==> src/sv/pem_base64_armor_encoder_defines.svh <==
// Assertion macros shared by the encoder modules.
// They expect signals named clock and reset in the enclosing scope.
`ifndef PEM_BASE64_ARMOR_ENCODER_DEFINES_SVH
`define PEM_BASE64_ARMOR_ENCODER_DEFINES_SVH

`define PEM_ASSERT_ALWAYS(label, expr, msg) \
   label: assert property (@(posedge clock) disable iff (reset) (expr)) else $error(msg);

`define PEM_ASSERT_NEXT(label, ante, cons, msg) \
   label: assert property (@(posedge clock) disable iff (reset) (ante) |=> (cons)) \
      else $error(msg);

`endif

==> src/sv/pem_pkg.sv <==
`default_nettype none
package pem_pkg;

   localparam int LINE_CHARS = 64;
   localparam int GROUPS_PER_LINE = (LINE_CHARS + 3) / 4;
   localparam int LCG_W = 4;

   localparam int HEAD_LEN = 28;
   localparam int FOOT_LEN = 26;
   localparam logic [8*HEAD_LEN-1:0] HEAD_STR = "-----BEGIN CERTIFICATE-----\n";
   localparam logic [8*FOOT_LEN-1:0] FOOT_STR = "-----END CERTIFICATE-----\n";

   localparam logic [6:0] CHAR_NL = 7'h0A;
   localparam logic [6:0] CHAR_PAD = 7'h3D;

   localparam int CMDQ_DEPTH = 4;
   localparam int CMDQ_PTR_W = 2;
   localparam int CMDQ_CNT_W = 3;

   typedef struct packed {
      logic [7:0] data_byte;
      logic       last_byte;
   } req_type;

   typedef struct packed {
      logic [6:0] out_char;
      logic       run_last;
      logic       document_end;
   } rsp_type;

   typedef struct packed {
      logic        hdr;
      logic        grp;
      logic [23:0] grp_val;
      logic        grp_nl;
      logic        last;
      logic [1:0]  part_n;
      logic [15:0] part_val;
      logic        tail_nl;
   } cmd_type;

   typedef struct packed {
      logic full;
      logic empty;
   } cmdq_stat_type;

   function automatic logic [6:0] b64_char(input logic [5:0] s);
      logic [6:0] r;
      if (s < 6'd26) begin
         r = 7'd65 + {1'b0, s};
      end else if (s < 6'd52) begin
         r = 7'd71 + {1'b0, s};
      end else if (s < 6'd62) begin
         r = {1'b0, s} - 7'd4;
      end else if (s == 6'd62) begin
         r = 7'h2B;
      end else begin
         r = 7'h2F;
      end
      return r;
   endfunction

   function automatic logic [5:0] sextet(input logic [23:0] v, input logic [1:0] i);
      logic [5:0] r;
      case (i)
         2'd0: r = v[23:18];
         2'd1: r = v[17:12];
         2'd2: r = v[11:6];
         default: r = v[5:0];
      endcase
      return r;
   endfunction

   function automatic logic [6:0] head_char(input logic [4:0] idx);
      logic [7:0] c;
      c = HEAD_STR[(HEAD_LEN - 1 - int'(idx)) * 8 +: 8];
      return c[6:0];
   endfunction

   function automatic logic [6:0] foot_char(input logic [4:0] idx);
      logic [7:0] c;
      c = FOOT_STR[(FOOT_LEN - 1 - int'(idx)) * 8 +: 8];
      return c[6:0];
   endfunction

endpackage
`default_nettype wire

==> src/sv/pem_front.sv <==
`default_nettype none
module pem_front
   import pem_pkg::*;
(
   input  wire logic          clock,
   input  wire logic          reset,
   input  wire logic          req_valid,
   output logic               req_ready,
   input  wire req_type       req_data,
   input  wire cmdq_stat_type q_stat,
   output logic               cmd_push,
   output cmd_type            cmd
);

   logic [15:0]      held_ff, held_in;
   logic [1:0]       phase_ff, phase_in;
   logic [LCG_W-1:0] lcg_ff, lcg_in;
   logic             hdr_sent_ff, hdr_sent_in;
   logic             accept;
   logic [15:0]      held_a;
   logic [1:0]       phase_a;
   logic [LCG_W-1:0] lcg_a;
   logic [LCG_W:0]   lcg_next;

   assign req_ready = !q_stat.full;
   assign accept = req_valid && req_ready;

   always_comb begin
      cmd = '0;
      cmd.hdr = !hdr_sent_ff;
      cmd.last = req_data.last_byte;
      lcg_next = {1'b0, lcg_ff} + {{LCG_W{1'b0}}, 1'b1};
      lcg_a = lcg_ff;
      held_a = held_ff;
      phase_a = phase_ff;
      if (phase_ff >= 2'd2) begin
         cmd.grp = 1'b1;
         cmd.grp_val = {held_ff, req_data.data_byte};
         cmd.grp_nl = (lcg_next >= (LCG_W+1)'(GROUPS_PER_LINE));
         lcg_a = cmd.grp_nl ? '0 : lcg_next[LCG_W-1:0];
         held_a = '0;
         phase_a = 2'd0;
      end else if (phase_ff == 2'd1) begin
         held_a = {held_ff[15:8], req_data.data_byte};
         phase_a = 2'd2;
      end else begin
         held_a = {req_data.data_byte, 8'h00};
         phase_a = 2'd1;
      end
      cmd.part_n = phase_a;
      cmd.part_val = held_a;
      cmd.tail_nl = (phase_a != 2'd0) || (lcg_a != '0);
      cmd_push = accept && (cmd.hdr || cmd.grp || cmd.last);

      held_in = held_ff;
      phase_in = phase_ff;
      lcg_in = lcg_ff;
      hdr_sent_in = hdr_sent_ff;
      if (accept) begin
         if (req_data.last_byte) begin
            held_in = '0;
            phase_in = 2'd0;
            lcg_in = '0;
            hdr_sent_in = 1'b0;
         end else begin
            held_in = held_a;
            phase_in = phase_a;
            lcg_in = lcg_a;
            hdr_sent_in = 1'b1;
         end
      end
   end

   always_ff @(posedge clock) begin
      if (reset) begin
         held_ff <= '0;
         phase_ff <= 2'd0;
         lcg_ff <= '0;
         hdr_sent_ff <= 1'b0;
      end else begin
         held_ff <= held_in;
         phase_ff <= phase_in;
         lcg_ff <= lcg_in;
         hdr_sent_ff <= hdr_sent_in;
      end
   end

endmodule
`default_nettype wire

==> src/sv/pem_cmdq.sv <==
`default_nettype none
`include "pem_base64_armor_encoder_defines.svh"
module pem_cmdq
   import pem_pkg::*;
(
   input  wire logic     clock,
   input  wire logic     reset,
   input  wire logic     push,
   input  wire cmd_type  push_cmd,
   input  wire logic     pop,
   output cmd_type       head,
   output cmdq_stat_type stat
);

   cmd_type               mem_ff [CMDQ_DEPTH];
   logic [CMDQ_PTR_W-1:0] wr_ptr_ff, wr_ptr_in;
   logic [CMDQ_PTR_W-1:0] rd_ptr_ff, rd_ptr_in;
   logic [CMDQ_CNT_W-1:0] count_ff, count_in;

   assign head = mem_ff[rd_ptr_ff];
   assign stat.full = (count_ff == CMDQ_CNT_W'(CMDQ_DEPTH));
   assign stat.empty = (count_ff == '0);

   always_comb begin
      wr_ptr_in = push ? wr_ptr_ff + CMDQ_PTR_W'(1) : wr_ptr_ff;
      rd_ptr_in = pop ? rd_ptr_ff + CMDQ_PTR_W'(1) : rd_ptr_ff;
      count_in = count_ff;
      if (push && !pop) begin
         count_in = count_ff + CMDQ_CNT_W'(1);
      end else if (pop && !push) begin
         count_in = count_ff - CMDQ_CNT_W'(1);
      end
   end

   always_ff @(posedge clock) begin
      if (push) begin
         mem_ff[wr_ptr_ff] <= push_cmd;
      end
   end

   always_ff @(posedge clock) begin
      if (reset) begin
         wr_ptr_ff <= '0;
         rd_ptr_ff <= '0;
         count_ff <= '0;
      end else begin
         wr_ptr_ff <= wr_ptr_in;
         rd_ptr_ff <= rd_ptr_in;
         count_ff <= count_in;
      end
   end

   `PEM_ASSERT_ALWAYS(a_no_push_full, !(push && stat.full), "push into a full queue")
   `PEM_ASSERT_ALWAYS(a_no_pop_empty, !(pop && stat.empty), "pop from an empty queue")
   `PEM_ASSERT_ALWAYS(a_count_bound, count_ff <= CMDQ_CNT_W'(CMDQ_DEPTH), "queue count beyond depth")

endmodule
`default_nettype wire

==> src/sv/pem_back.sv <==
`default_nettype none
`include "pem_base64_armor_encoder_defines.svh"
module pem_back
   import pem_pkg::*;
(
   input  wire logic          clock,
   input  wire logic          reset,
   input  wire cmd_type       head,
   input  wire cmdq_stat_type q_stat,
   output logic               pop,
   output logic               rsp_valid,
   input  wire logic          rsp_ready,
   output rsp_type            rsp_data
);

   localparam logic [2:0] SEG_START = 3'd0;
   localparam logic [2:0] SEG_HDR   = 3'd1;
   localparam logic [2:0] SEG_GRP   = 3'd2;
   localparam logic [2:0] SEG_GNL   = 3'd3;
   localparam logic [2:0] SEG_PART  = 3'd4;
   localparam logic [2:0] SEG_TNL   = 3'd5;
   localparam logic [2:0] SEG_FOOT  = 3'd6;
   localparam logic [2:0] SEG_DONE  = 3'd7;

   function automatic logic [2:0] next_seg(input cmd_type c, input logic [2:0] cur);
      logic [2:0] r;
      if (cur < SEG_HDR && c.hdr) begin
         r = SEG_HDR;
      end else if (cur < SEG_GRP && c.grp) begin
         r = SEG_GRP;
      end else if (cur < SEG_GNL && c.grp && c.grp_nl) begin
         r = SEG_GNL;
      end else if (cur < SEG_PART && c.last && c.part_n != 2'd0) begin
         r = SEG_PART;
      end else if (cur < SEG_TNL && c.last && c.tail_nl) begin
         r = SEG_TNL;
      end else if (cur < SEG_FOOT && c.last) begin
         r = SEG_FOOT;
      end else begin
         r = SEG_DONE;
      end
      return r;
   endfunction

   logic [2:0] seg_ff, seg_in;
   logic [4:0] idx_ff, idx_in;
   logic       valid_ff, valid_in;
   rsp_type    rsp_ff, rsp_in;
   logic [2:0] cur_seg;
   logic [2:0] after_seg;
   logic [4:0] last_idx;
   logic       seg_end;
   logic       advance;
   logic [6:0] ch;

   assign cur_seg = (seg_ff == SEG_START) ? next_seg(head, SEG_START) : seg_ff;
   assign after_seg = next_seg(head, cur_seg);
   assign advance = !q_stat.empty && (!valid_ff || rsp_ready);
   assign seg_end = (idx_ff == last_idx);
   assign pop = advance && seg_end && (after_seg == SEG_DONE);
   assign rsp_valid = valid_ff;
   assign rsp_data = rsp_ff;

   always_comb begin
      case (cur_seg)
         SEG_HDR: begin
            last_idx = 5'(HEAD_LEN - 1);
            ch = head_char(idx_ff);
         end
         SEG_GRP: begin
            last_idx = 5'd3;
            ch = b64_char(sextet(head.grp_val, idx_ff[1:0]));
         end
         SEG_PART: begin
            last_idx = 5'd3;
            if (idx_ff[1:0] < 2'd2 || (idx_ff[1:0] == 2'd2 && head.part_n > 2'd1)) begin
               ch = b64_char(sextet({head.part_val, 8'h00}, idx_ff[1:0]));
            end else begin
               ch = CHAR_PAD;
            end
         end
         SEG_FOOT: begin
            last_idx = 5'(FOOT_LEN - 1);
            ch = foot_char(idx_ff);
         end
         default: begin
            last_idx = 5'd0;
            ch = CHAR_NL;
         end
      endcase
   end

   always_comb begin
      seg_in = seg_ff;
      idx_in = idx_ff;
      rsp_in = rsp_ff;
      valid_in = valid_ff && !rsp_ready;
      if (advance) begin
         valid_in = 1'b1;
         rsp_in.out_char = ch;
         rsp_in.run_last = seg_end && (after_seg == SEG_DONE);
         rsp_in.document_end = seg_end && (cur_seg == SEG_FOOT);
         if (seg_end) begin
            idx_in = '0;
            seg_in = (after_seg == SEG_DONE) ? SEG_START : after_seg;
         end else begin
            idx_in = idx_ff + 5'd1;
            seg_in = cur_seg;
         end
      end
   end

   always_ff @(posedge clock) begin
      rsp_ff <= rsp_in;
   end

   always_ff @(posedge clock) begin
      if (reset) begin
         seg_ff <= SEG_START;
         idx_ff <= '0;
         valid_ff <= 1'b0;
      end else begin
         seg_ff <= seg_in;
         idx_ff <= idx_in;
         valid_ff <= valid_in;
      end
   end

   `PEM_ASSERT_ALWAYS(a_end_is_run_last, !(valid_ff && rsp_ff.document_end) || rsp_ff.run_last, "document end without run end")
   `PEM_ASSERT_NEXT(a_end_restarts, advance && cur_seg == SEG_FOOT && seg_end, seg_ff == SEG_START && idx_ff == 5'd0, "sequencer did not restart after footer")
   `PEM_ASSERT_ALWAYS(a_seg_stored, seg_ff != SEG_DONE, "finished segment code was stored")

endmodule
`default_nettype wire

==> src/sv/pem_base64_armor_encoder.sv <==
`default_nettype none
// PEM armor encoder: takes one binary byte per transaction on req_ and
// streams the base64 PEM text as one 7-bit ASCII character per rsp_
// transaction, with the BEGIN CERTIFICATE line before the first byte of a
// document, a newline after every 64 columns, '=' padding, and the END
// CERTIFICATE line after the byte marked last. The output side produces one
// character per cycle while the command queue is not empty and rsp_ready does
// not hold it back: four characters per three bytes plus one newline per 48
// bytes; the first byte of a document adds the 28-character header and the
// last byte up to 31 characters of padding, line close and footer. A
// four-entry command queue between the input classifier and the character
// sequencer lets input be taken while that text drains.
module pem_base64_armor_encoder
   import pem_pkg::*;
(
   input  wire logic    clock,
   input  wire logic    reset,
   input  wire logic    req_valid,
   output logic         req_ready,
   input  wire req_type req_data,
   output logic         rsp_valid,
   input  wire logic    rsp_ready,
   output rsp_type      rsp_data
);

   cmdq_stat_type q_stat;
   cmd_type       push_cmd;
   cmd_type       head;
   logic          push;
   logic          pop;

   pem_front u_front (
      .clock     (clock),
      .reset     (reset),
      .req_valid (req_valid),
      .req_ready (req_ready),
      .req_data  (req_data),
      .q_stat    (q_stat),
      .cmd_push  (push),
      .cmd       (push_cmd)
   );

   pem_cmdq u_cmdq (
      .clock    (clock),
      .reset    (reset),
      .push     (push),
      .push_cmd (push_cmd),
      .pop      (pop),
      .head     (head),
      .stat     (q_stat)
   );

   pem_back u_back (
      .clock     (clock),
      .reset     (reset),
      .head      (head),
      .q_stat    (q_stat),
      .pop       (pop),
      .rsp_valid (rsp_valid),
      .rsp_ready (rsp_ready),
      .rsp_data  (rsp_data)
   );

endmodule
`default_nettype wire
==> config.mk <==
export PLATFORM = sky130hd
export DESIGN_NAME = pem_base64_armor_encoder
export DESIGN_NICKNAME = d
export VERILOG_FILES = /design/src/sv/pem_pkg.sv /design/src/sv/pem_front.sv /design/src/sv/pem_cmdq.sv /design/src/sv/pem_back.sv /design/src/sv/pem_base64_armor_encoder.sv
export VERILOG_INCLUDE_DIRS = /design/src /design/src/sv
export SDC_FILE = /design/constraint.sdc
export NUM_CORES = 1
export LEC_CHECK = 0
export BUFFER_PORTS_ARGS = -buffer_cell sky130_fd_sc_hd__buf_2
export CAP_MARGIN = 15
export CORE_ASPECT_RATIO = 1.1
export CORE_MARGIN = 2
export CORE_UTILIZATION = 27
export DETAILED_ROUTE_END_ITERATION = 7
export PLACE_DENSITY = 0.41
export RECOVER_POWER = 25
export SYNTH_ARGS = -nofsm -noshare
export SYNTH_HDL_FRONTEND = slang
export SYNTH_SLANG_ARGS = --single-unit
==> constraint.sdc <==
create_clock -name clock -period 9 [get_ports clock]
set_clock_uncertainty 0.2 [all_clocks]
set_input_delay 1.35 -clock clock [delete_from_list [all_inputs] [get_ports clock]]
set_output_delay 1.35 -clock clock [all_outputs]
set_load 0.05 [all_outputs]
Word-level counts from Yosys, hierarchy flattened
Memories as Yosys holds them, arrays and structs flattened. A register that Yosys moved wholly into a read port is not among the register bits.
Index checks and enable logic that the tools add are counted.
{ "word_totals": {"ff_bits": 48, "ram_bits": 188, "input_bits": 13, "out_inout_bits": 11, "word_cells": 151, "mem_count": 1} }
{ "op_classes": {"addsub": 14, "magnitude_cmp": 16, "eq_ne": 12, "n_shift": 2, "muxes": 50, "reduce_logical": 43} }
{ "memory_table": {"columns": ["name", "words", "width", "rd", "rd_ports_with_merged_regs", "write_ports", "line_no", "text"], "rows": [
  ["u_cmdq.mem_ff", 4, 47, 1, 1, 1, "pem_cmdq.sv:15", "cmd_type mem_ff [CMDQ_DEPTH];"]
]} }
{ "op_table": {"columns": ["operator", "count"], "rows": [
  ["224-bit by 32-bit variable part select with 7-bit output, first input constant", 1],
  ["208-bit by 32-bit variable part select with 7-bit output, first input constant", 1],
  ["3-bit 2-to-1 mux", 17],
  ["7-bit 2-to-1 mux", 7],
  ["16-bit 2-to-1 mux", 3],
  ["6-bit case mux with 3 select lines", 2],
  ["7-bit by 6-bit adder with 7-bit output, first input constant", 4],
  ["7-bit case mux with 4 select lines", 1],
  ["26-bit 2-to-1 mux", 1],
  ["6-bit < comparator, second input constant", 4],
  ["1-bit logical AND", 23],
  ["6-bit 2-to-1 mux", 3],
  ["5-bit case mux with 3 select lines", 1],
  ["6-bit by 3-bit subtractor with 7-bit output, second input constant", 2],
  ["3-bit == test, second input constant", 4],
  ["6-bit == test, second input constant", 2],
  ["6-bit by 5-bit < comparator with 1-bit output, second input constant", 2],
  ["4-bit 2-to-1 mux", 3],
  ["5-bit by 5-bit subtractor with 6-bit output, first input constant", 2],
  ["2-bit 2-to-1 mux", 5],
  ["3-bit < comparator, second input constant", 3],
  ["1-bit zero test", 7],
  ["3-bit zero test", 2],
  ["3-bit by 2-bit < comparator with 1-bit output, second input constant", 2],
  ["22 further kinds", 35]
]} }

Longest topological paths before layout
Gate-level depths: netlist (run 1).
{ "logic_depth": {"word_depth": 20, "depth_mapped": 17, "depth_no_buf": 13} }

Modules after synthesis
A second synthesis (run 1) with hierarchy kept.
{ "unflattened": {"hier_cells": 888, "hier_area_um2": 11737.5} }
{ "by_module_without_submodules": {"columns": ["module", "instances", "cells_per_inst", "area_each_um2", "seq_area_each_um2"], "rows": [
  ["pem_cmdq", 1, 289, 7235.7, 5825.6],
  ["pem_back", 1, 440, 3188.1, 450.4],
  ["pem_front", 1, 159, 1313.8, 460.4]
]} }

Worst setup path before layout (run 1)
OpenSTA, ideal clock, no wires.
{ "synth_path": {"path_type": "register -> register", "start": "register u_back.idx_ff[1]", "end": "register u_back.rsp_ff, in the netlist u_back.rsp_data[7], data pin", "setup_ns": 0.272, "arrival_ns": 3.702, "required_ns": 8.528, "path_slack_ns": 4.826, "path_stages_with_launch": 15, "n_path_buf": 3, "synth_period_minus_slack_ns": 4.174, "cell_sequence": "dfxtp_1 -> clkbuf_1 -> inv_1 -> clkbuf_1 -> ha_1 -> nand2b_1 -> clkbuf_1 -> o22ai_1 -> o31ai_2 -> ha_1 -> a21oi_2 -> o31ai_1 -> or4b_1 -> a31oi_1 -> or4_1"} }
{ "synth_via": {"elab_chain_len": 10, "elab_cells_between_ends": 35, "cone_classes": "add/sub (8); order compare (7); eq/ne (2); shift (2); mux (13); reduce/logical (3)"} }
{ "synth_rtl": {"columns": ["item", "line_no", "text"], "rows": [
  ["start, declared", "pem_back.sv:46", "logic [4:0] idx_ff, idx_in;"],
  ["start signal, assigned", "pem_back.sv:124", "idx_ff <= idx_in;"],
  ["2-bit == test (tied with other cells)", "pem_pkg.sv:65, pem_back.sv:76", null],
  ["6-bit case mux with 3 select lines", "pem_pkg.sv:65", "case (i)"],
  ["6-bit 2-to-1 mux", "pem_back.sv:76", "if (idx_ff[1:0] < 2'd2 || (idx_ff[1:0] == 2'd2 && head.part_n > 2'd1)) begin"],
  ["6-bit 2-to-1 mux", "pem_back.sv:65", "case (cur_seg)"],
  ["6-bit by 3-bit subtractor with 7-bit output / 6-bit < comparator (equally long branches)", "pem_pkg.sv:54, pem_pkg.sv:53", null],
  ["7-bit 2-to-1 mux", "pem_pkg.sv:53", "end else if (s < 6'd62) begin"],
  ["7-bit 2-to-1 mux", "pem_pkg.sv:51", "end else if (s < 6'd52) begin"],
  ["7-bit 2-to-1 mux", "pem_pkg.sv:49", "if (s < 6'd26) begin"],
  ["7-bit 2-to-1 mux", "pem_back.sv:76", null],
  ["7-bit case mux with 4 select lines *", "pem_back.sv:65", null],
  ["named net u_back.ch[5]", "pem_back.sv:54", "logic [6:0] ch;"],
  ["end signal, assigned", "pem_back.sv:114", "rsp_ff <= rsp_in;"],
  ["end, declared", "pem_back.sv:48", "rsp_type rsp_ff, rsp_in;"]
]} }
The timed path passes the listed nets; every way through them passes the cells marked *. The select of a mux whose other input is x is not followed.
A chain may end at the register's enable or synchronous reset.

Worst setup path after layout (run 1)
{ "layout_path": {"start": "register u_back.idx_ff[0]", "end": "register u_back.rsp_ff, in the netlist u_back.rsp_data[7], data pin"} }
Same word-level chain as after synthesis.

==> metrics.txt, run 1 <==
outcome=finished, violations left; violated checks=capacitance limit, slew limit; Initial Util=0.275; clock-pin slew of the registers on the worst-case setup and hold paths=about 0.060 ns; Layout Cells excl Fill=between 1500 and 2000; worst-margin pin slew=about 2.4 ns; crit path DAT=roughly 5.1 ns; CTS tree=done; max-slew violations=56; switching pwr=~1400 µW; Hold Crit Class=reg -> reg; Starting DRT DRC Count=approximately 420; Chip Width=202 µm; CTS root buffer=clkbuf_16; Logic pwr share=0.353; DP Cell Count=between 1000 and 1500; Hold Path Depth=2; Warnings, synthesis=0; Worst R2R Setup Slack=just under 4 ns; largest net degree at the start of global routing=56; WP data required=between 9 and 10 ns; pwr dens=roughly 290 mW/mm²; final instance area=between 0.01 and 0.015 mm²; Max Fclk=roughly 0.2 GHz; reg-to-reg endpoint=u_back.rsp_data[7]; minimum clock period=between 5 and 6 ns; switch share=0.365; clock buffer depth=3; unrepaired setup endpoints after global routing=no; drt total wl=~30000 µm; critical setup path kind=reg -> reg; hold_buf cts=0; VDD IR max=approximately 0.15 mV; Die Y=approximately 220 µm; Worst setup SP type=flop; Max FO, Critical Path=28; sequential-to-total area share from yosys stat=0.577; EDFF count, synth=between 150 and 200; GR Util All Layers=0.133; syn avg cell area=between 10 and 15 µm²; top cell type's share of synthesized area=0.507; vias in the first global route=roughly 7500; I/O pin count=24; Flop pwr share=0.376; # diodes=0; flop and latch count out of synthesis=238; die area=around 0.045 mm²; Synth cell types=91; worst-skew pair later-pin latency=about 0.53 ns; Final Cycle Share=0.561; Post-synth ARST share=0; Post-CTS Resized=0; Pint=2450 µW; Placer Congestion=between 0.8 and 0.9; via count=7325; max-cap viol count=1; H-tree depth=1; Max transition margin=-0.567; min-delay src=u_back.rsp_valid; placed instance area=approximately 0.012 mm²; row count=around 80; clock power share=0.271; Avg WL per Cell=roughly 20 µm; drt pass-1 iters=7; Final HPWL DP=about 19000 µm; routed vias/inst=a little under 5; Setup Fix Bufs, Post-CTS=0; share of cells above drive strength 1=0.131; synthesis-to-finish area growth=12.5%; leakage=about 0.0042 µW; Final Hold Viols=0; Hold Crit Endpoint=u_back.rsp_valid; mapped cell area=around 0.012 mm²; final setup vio count=0; FF-to-FF Start=u_back.idx_ff[0]; Mapped Nets=a little under 1000; Mapped Cells=slightly above 900; first-pass GRT wire length=46000 µm; core area=0.0425 mm²; GR Overflow Total=0; Most used DFF post-synth=edfxtp_1; Area contributors post-synth=edfxtp_1, dfxtp_1, mux2i_1; TNS Setup=0 ns; initial antenna violation count=1; DRT antenna net count=0; PortBufs=23; DRC=0; crit end category=flop; clk sinks=238; CTS Buf Count=26; FF-to-FF path depth=11; post-synth top area cell=edfxtp_1; Nets=slightly below 1000
worst max path at each step:
stage                startpoint                 end  slack [ns]  cells after the start
6_report       u_back.idx_ff[0]  u_back.rsp_data[7]        3.95                     11
5_1_grt        u_back.idx_ff[0]  u_back.rsp_data[7]        3.49                     11
4_1_cts        u_back.idx_ff[0]  u_back.rsp_data[7]        3.95                     11
3_5_place_dp   u_back.idx_ff[0]  u_back.rsp_data[7]        3.91                     11
3_3_place_gp   u_back.idx_ff[0]  u_back.rsp_data[7]        4.07                     11
2_1_floorplan  u_back.idx_ff[1]  u_back.rsp_data[7]        4.83                     14
cell families after synthesis:
| logic type | after synthesis | synth area share |
|---|---|---|
| AOI/OAI and AO/OA | 191 | 0.112 |
| xor gates and xnor gates | 21 | 0.0158 |
| adders and majority gates | 28 | 0.0307 |
| buffers and inverters | 76 | 0.0330 |
| DFF | 238 | 0.577 |
| muxes | 92 | 0.106 |
| and+or+nand+nor | 276 | 0.125 |
state kept, by name, indices dropped and copies added (netlist names), named ones only:
signal	flops
u_back.rsp_data	9
u_back.seg_ff	3
u_front.held_ff	16
u_cmdq.count_ff	3
u_front.hdr_sent_ff	1
u_back.idx_ff	5
u_front.phase_ff	2
u_front.lcg_ff	4
u_cmdq.mem_ff	188
u_cmdq.rd_ptr_ff	2
u_cmdq.wr_ptr_ff	2
u_back.rsp_valid	1
stage by stage:
stage,setup slack (ns),hold slack (ns),util,total power (µW)
finish,3.95,0.285,0.309,3850
global route,3.49,0.311,0.309,4110
CTS,3.95,0.292,0.309,3920
detailed placement,3.91,0.281,0.289,2850
global placement,4.07,0.269,0.289,2860
floorplan,4.83,0.269,-,2460
power by group through the flow:
stage | combinational [µW] | sequential (µW) | clock (µW)
global route | 1520 | 1460 | 1120
detailed placement | 1380 | 1470 | 0
CTS | 1390 | 1450 | 1080
global placement | 1390 | 1470 | 0
finish | 1360 | 1450 | 1050
floorplan | 941 | 1520 | 0
critical path, stage by stage, from the launching register on:
cell and delay, ns:
dfxtp_1 0.97, inv_1 0.36, ha_1 0.37, nand2b_1 0.35
o22ai_1 0.20, o31ai_2 0.48, ha_1 0.28, a21oi_2 0.06
o31ai_1 0.72, or4b_1 0.22, a31oi_1 0.07, or4_1 0.51
synthesized netlist by cell type (3+ instances only):
cell	number
a21oi_1	47
mux2i_1	65
and4_1	3
dfxtp_1	41
edfxtp_1	197
nand4_1	3
a221oi_1	4
a22oi_1	11
nor3_1	23
clkbuf_1	36
xor2_1	11
buf_2	3
nand2b_1	13
or2_2	6
o221ai_1	3
o22ai_1	24
inv_1	20
nor2_1	66
nand2_1	49
buf_1	4
or3_1	8
xnor2_1	10
a31oi_1	7
mux4_1	8
mux4_2	14
nor2b_1	10
and2_1	42
nor4_1	10
o21ai_0	36
buf_6	8
or4_1	3
ha_1	27
o211ai_1	5
a211oi_1	11
nand3_1	18
placed cells by master, fill, tap and decap left out, types with 14 or more instances in the layout:
master / count
edfxtp_1: 197
nor2_1: 66
mux2i_1: 65
nand2_1: 49
a21oi_1: 46
dfxtp_1: 39
o21ai_0: 36
ha_1: 27
clkbuf_16: 27
o22ai_1: 24
and2_0: 24
nor3_1: 23
buf_2: 22
inv_1: 20
nand3_1: 18
mux4_2: 14
and2_1: 14
metal layers:
layer | vias to the layer above | track usage | part of all wire
met1 | 3662 | 0.177 | 0.47
met2 | 109 | 0.229 | 0.49
met4 | 0 | 0.0327 | 0.013
met3 | 20 | 0.0188 | 0.031
li1 | 3534 | - | -
met5 | - | 0 | 0
area by class of cell:
class / instances / area [µm²]
clock buffers: 40 / 764
fillers: 4321 / 29400
well taps: 567 / 709
flip-flops and latches: 238 / 6740
multi-input cells: 608 / 4560
clock inverters: 8 / 77.6
repair buffers: 34 / 193
inverters: 22 / 82.6
Power figures use the tool's default switching activity.
==> run 2, diff against run 1 <==
--- a/config.mk
+++ b/config.mk
@@ -12,7 +12,7 @@
 export CORE_MARGIN = 2
 export CORE_UTILIZATION = 27
 export DETAILED_ROUTE_END_ITERATION = 7
-export PLACE_DENSITY = 0.41
+export PLACE_DENSITY = 0.42
 export RECOVER_POWER = 25
 export SYNTH_ARGS = -nofsm -noshare
 export SYNTH_HDL_FRONTEND = slang
==> constraint.sdc (replaced) <==
create_clock -name clock -period 4.35 [get_ports clock]
set_clock_uncertainty 0.2 [all_clocks]
set_input_delay 0.6525 -clock clock [delete_from_list [all_inputs] [get_ports clock]]
set_output_delay 0.6525 -clock clock [all_outputs]
set_load 0.05 [all_outputs]
==> metrics.txt, run 2 (synthesized netlist as in run 1, its figures left out) <==
outcome=finished, violations left (unchanged); violated checks=capacitance limit, slew limit (unchanged); unrepaired setup endpoints after global routing=no (unchanged); Final Cycle Share=0.942 (was 0.561); final setup vio count=0 (unchanged); die area=0.0449 mm² (unchanged); Die Y=222 µm (unchanged); Max Fclk=0.244 GHz (was 0.198 GHz); DP Cell Count=1498 (was 1469); leading cell type in the layout, fill and taps excluded=edfxtp_1 (unchanged); Worst R2R Setup Slack=0.25 ns (was 3.95 ns); Final HPWL DP=20100 µm (was 19200 µm); clock buffer depth=3 (unchanged); # diodes=0 (unchanged); clk sinks=238 (unchanged); H-tree depth=1 (unchanged); crit path DAT=4.36 ns (was 5.13 ns); via count=7458 (was 7325); Largest Register=u_cmdq.mem_ff (unchanged); DRT antenna net count=0 (unchanged); drt pass-1 iters=5 (was 7); Starting DRT DRC Count=534 (was 416); worst slack at placement=0.221 ns (was 3.91 ns); I/O pin count=24 (unchanged); Hold Path Depth=4 (was 2); WP data required=4.61 ns (was 9.08 ns); CTS root buffer=clkbuf_16 (unchanged); pwr dens=606 mW/mm² (was 294 mW/mm²); minimum clock period=4.10 ns (was 5.05 ns); critical setup path kind=reg -> reg (unchanged); Nets=1000 (was 971); PnR Total Power=8150 µW (was 3850 µW); max-cap viol count=1 (unchanged); Avg WL per Cell=19.2 µm (was 19.6 µm); Chip Width=202 µm (unchanged); Fill cells=4287 (was 4321); synthesis-to-finish area growth=15.1% (was 12.5%); Placer Congestion=0.803 (was 0.808); core area=0.0425 mm² (unchanged); DRC=0 (unchanged); Final Hold Viols=0 (unchanged); hold_buf cts=0 (unchanged); Max FO, Critical Path=15 (was 28); GR Util All Layers=0.131 (was 0.133); PortBufs=23 (unchanged); CTS Buf Count=26 (unchanged); Layout Cells excl Fill=1546 (was 1517); setup ws final=0.252 ns (was 3.95 ns); routed vias/inst=4.82 (was 4.83); GR Overflow Total=0 (unchanged); worst-margin pin slew=2.48 ns (was 2.35 ns); Initial Util=0.275 (unchanged); share of cells above drive strength 1=0.162 (was 0.131); vias in the first global route=7298 (was 7466); clock-pin slew of the registers on the worst-case setup and hold paths=0.06 ns (about the same); max-slew violations=56 (unchanged); first-pass GRT wire length=45600 µm (was 46000 µm); largest net degree at the start of global routing=56 (unchanged); Reg area=0.00674 mm² (unchanged); Max transition margin=-0.652 (was -0.567); Hold Crit Class=in -> reg (was reg -> reg); CTS tree=done (unchanged); drt total wl=29700 µm (was 29800 µm); row count=79 (unchanged); worst-skew pair later-pin latency=0.54 ns (was 0.53 ns); leakage=0.00439 µW (was 0.00420 µW); Hold Crit Endpoint=u_back.rsp_valid (unchanged); most frequent cells in the layout=edfxtp_1, nor2_1, mux2i_1, nand2_1, a21oi_1 (unchanged); Worst setup SP type=flop (unchanged); min-delay src=rsp_ready (was u_back.rsp_valid); max reg flops=188 (unchanged); FF-to-FF path depth=13 (was 11); reg-to-reg endpoint=u_cmdq.count_ff[2] (was u_back.rsp_data[7]); area of the multi-input gates=0.00457 mm² (was 0.00456 mm²); VDD IR max=0.246 mV (was 0.146 mV); crit end category=flop (unchanged); initial antenna violation count=0 (was 1); TNS Setup=0 ns (unchanged)
[run 2: cell count changes in the layout (fill, tap and decap cells not counted), moves of 2 or more]
cell	before	now
buf_12	0	5
buf_4	10	33
clkbuf_1	11	8
clkinv_2	1	7
clkinvlp_4	4	0
inv_6	0	2
[run 2: layout make-up]
| class | instances | share of cell area |
|---|---|---|
| Clock buffer | 35 | 0.0539 |
| Clock inverter | 13 | 0.0102 |
| Sequential cell | 238 | 0.502 |
| Timing Repair Buffer | 63 | 0.0349 |
| Inverter | 22 | 0.00615 |
| Multi-Input combinational cell | 608 | 0.340 |
| Tap cell | 567 | 0.0528 |
[run 2: worst max-delay path, stage by stage, from the launching register on]
cell and delay (ns):
dfxtp_2 0.60, mux4_1 0.71, or3_1 0.41, a211oi_1 0.32, mux2i_1 0.16, nor3_4 0.27, nor2_4 0.08, nand2_4 0.07
ha_1 0.17, inv_1 0.06, fa_1 0.37, xor2_1 0.16, or3_1 0.30, a21oi_1 0.13
[run 2: metal layers]
metal,vias to the layer above,wire [µm],global-route usage
li1,3592,-,-
met1,3739,14300,0.183
met2,100,14300,0.218
met3,27,736,0.0165
met4,0,392,0.0285
met5,-,0,0
[run 2: power breakdown]
part,internal (µW),switching [µW]
Combinational,1060,1900
Clock,1300,911
Sequential,2850,130
Total,5200,2950
[run 2: worst max path at each step]
stage	startpoint	end	slack, ns	cells past startpoint
after CTS	flop	u_cmdq.count_ff[2]	0.20	13
after global placement	flop	u_cmdq.count_ff[2]	0.21	13
after floorplan	u_back.idx_ff[1]	u_back.rsp_data[7]	0.18	14
after global routing	flop	u_cmdq.count_ff[2]	0.007	13
final	flop	u_cmdq.count_ff[2]	0.25	13
after detailed placement	flop	u_cmdq.count_ff[2]	0.22	13
[run 2: what timing repair did]
item,CTS,global route
endpoints found under the hold margin,0,0
setup endpoints to repair,0,2
setup buffers,0,0
resized for setup,0,1
[run 2: metrics by stage]
stage,hold slack [ns],utilization,cell area [µm²]
after global placement,0.265,0.296,12600
after detailed placement,0.285,0.296,12600
after floorplan,0.269,-,11700
after CTS,0.168,0.316,13400
after global routing,0.214,0.316,13400
final,0.198,0.316,13400
==> run 3, diff against run 2 <==
--- a/config.mk
+++ b/config.mk
@@ -12,7 +12,6 @@
 export CORE_MARGIN = 2
 export CORE_UTILIZATION = 27
 export DETAILED_ROUTE_END_ITERATION = 7
-export PLACE_DENSITY = 0.42
 export RECOVER_POWER = 25
 export SYNTH_ARGS = -nofsm -noshare
 export SYNTH_HDL_FRONTEND = slang
==> metrics.txt, run 3 (synthesized netlist as in run 1, its figures left out) <==
die area=0.0449 mm² (unchanged); CTS Buf Count=26 (unchanged); crit path DAT=4.03 ns (was 4.36 ns); initial antenna violation count=0 (unchanged); worst slack at placement=0.203 ns (was 0.221 ns); vias in the first global route=7333 (was 7298); violated checks=capacitance limit, slew limit (unchanged); routed vias/inst=4.92 (was 4.82); DRT antenna net count=0 (unchanged); clock-pin slew of the registers on the worst-case setup and hold paths=0.06 ns (about the same); unrepaired setup endpoints after global routing=no (unchanged); CP max stage cell=or4_1 (was mux4_1); Final Hold Viols=0 (unchanged); # diodes=0 (unchanged); Max Fclk=0.252 GHz (was 0.244 GHz); Initial Util=0.275 (unchanged); Chip Width=202 µm (unchanged); post-layout util=0.315 (was 0.316); max reg flops=188 (unchanged); Final HPWL DP=17700 µm (was 20100 µm); GR Overflow Total=0 (unchanged); via count=7554 (was 7458); first-pass GRT wire length=42800 µm (was 45600 µm); crit end category=flop (unchanged); clock buffer depth=3 (unchanged); most frequent cells in the layout=edfxtp_1, nor2_1, mux2i_1, nand2_1, a21oi_1 (unchanged); VDD IR max=0.355 mV (was 0.246 mV); pwr dens=607 mW/mm² (was 606 mW/mm²); TNS Setup=0 ns (unchanged); I/O pin count=24 (unchanged); leading cell type in the layout, fill and taps excluded=edfxtp_1 (unchanged); max-slew violations=98 (was 56); Final Cycle Share=0.912 (was 0.942); PortBufs=23 (unchanged); Avg WL per Cell=17.8 µm (was 19.2 µm); share of cells above drive strength 1=0.151 (was 0.162); outcome=finished, violations left (unchanged); setup ws final=0.382 ns (was 0.252 ns); drt total wl=27400 µm (was 29700 µm); synthesis-to-finish area growth=14.7% (was 15.1%); DRC=0 (unchanged); CTS root buffer=clkbuf_16 (unchanged); Starting DRT DRC Count=716 (was 534); DP Cell Count=1487 (was 1498); worst-margin pin slew=2.44 ns (was 2.48 ns); Largest Register=u_cmdq.mem_ff (unchanged); max incr delay on CP=0.53 ns (was 0.71 ns); Die Y=222 µm (unchanged); minimum clock period=3.97 ns (was 4.10 ns); row count=79 (unchanged); max-cap viol count=2 (was 1); Placer Congestion=0.819 (was 0.803); Nets=989 (was 1000); CP most frequent cell=buf_4 (was or3_1); Layout Cells excl Fill=1535 (was 1546); H-tree depth=1 (unchanged); largest net degree at the start of global routing=56 (unchanged); crit-path cells=buf_4 -> buf_4 -> mux4_2 -> a211oi_1 -> nor2_1 -> inv_1 -> ha_1 -> o21ai_0 -> o311ai_0 -> a31oi_1 -> or4_1 (was mux4_1 -> or3_1 -> a211oi_1 -> mux2i_1 -> nor3_4 -> nor2_4 -> nand2_4 -> ha_1 -> inv_1 -> fa_1 -> xor2_1 -> or3_1 -> a21oi_1); leakage=0.00433 µW (was 0.00439 µW); GR Util All Layers=0.120 (was 0.131); Hold Crit Class=in -> reg (unchanged); Max transition margin=-0.630 (was -0.652); CP Buf/Inv Count=3 (was 1); CTS tree=done (unchanged); Max FO, Critical Path=11 (was 15); WP data required=4.42 ns (was 4.61 ns); clk sinks=238 (unchanged); final setup vio count=0 (unchanged); Worst setup SP type=flop (unchanged); Setup Fix Bufs, Post-CTS=0 (unchanged); drt pass-1 iters=5 (unchanged); worst-skew pair later-pin latency=0.54 ns (about the same); critical setup path kind=reg -> reg (unchanged); cell family with most CP delay=compound AO/OA/AOI/OAI gates (was simple AND/OR/NAND/NOR gates); core area=0.0425 mm² (unchanged)
==> run 3: area by class of cell <==
class / instances / area (µm²)
Timing Repair Buffer: 52 / 385
Tap cell: 567 / 709
Clock buffer: 34 / 711
Fill cell: 4240 / 29100
Multi-Input combinational cell: 608 / 4570
Clock inverter: 14 / 184
Sequential cell: 238 / 6740
Inverter: 22 / 82.6
==> run 3: worst reg2reg max path, stage by stage (launching register included) <==
cell      delay, ns
dfxtp_2        0.49
buf_4          0.28
buf_4          0.29
mux4_2         0.52
a211oi_1       0.31
nor2_1         0.16
inv_1          0.08
ha_1           0.19
o21ai_0        0.12
o311ai_0       0.36
a31oi_1        0.17
or4_1          0.53
==> run 3: power by group <==
group | switching (µW) | internal [µW] | leakage, µW
sequential | 128 | 2850 | 0.00216
clock | 919 | 1350 | 0.000427
combinational | 1860 | 1020 | 0.00174
==> run 3: timing repair <==
item                                    CTS  global route
endpoints found under the setup margin    0             4
gates resized for setup                   0             2
hold buffers                              0             0
==> run 3: per-layer routing <==
layer | vias to the layer above | GRT usage | wire length (µm) | share of wire
met5 | - | 0 | 0 | 0
met4 | 0 | 0.0294 | 459 | 0.017
met3 | 36 | 0.0160 | 1330 | 0.049
met2 | 176 | 0.210 | 13500 | 0.49
met1 | 3767 | 0.156 | 12100 | 0.44
li1 | 3575 | - | - | -
==> run 3: per-stage QoR <==
stage          area [µm²]  hold slack, ns  power, µW
5_1_grt             13400           0.200       8580
3_5_place_dp        12500           0.284       5900
3_3_place_gp        12500           0.264       5870
6_report            13400           0.205       8120
4_1_cts             13400           0.195       8180
2_1_floorplan       11700           0.269       5090
==> run 3: worst paths after layout <==
path,start,endpoint,slack (ns),cells after the start
worst max-delay path,flop,u_back.rsp_data[7],0.38,11
worst min-delay path,rsp_ready,u_back.rsp_valid,0.21,4
worst max register to register,flop,u_back.rsp_data[7],0.38,11
worst min register to register,u_back.rsp_valid,u_back.rsp_valid,0.29,2
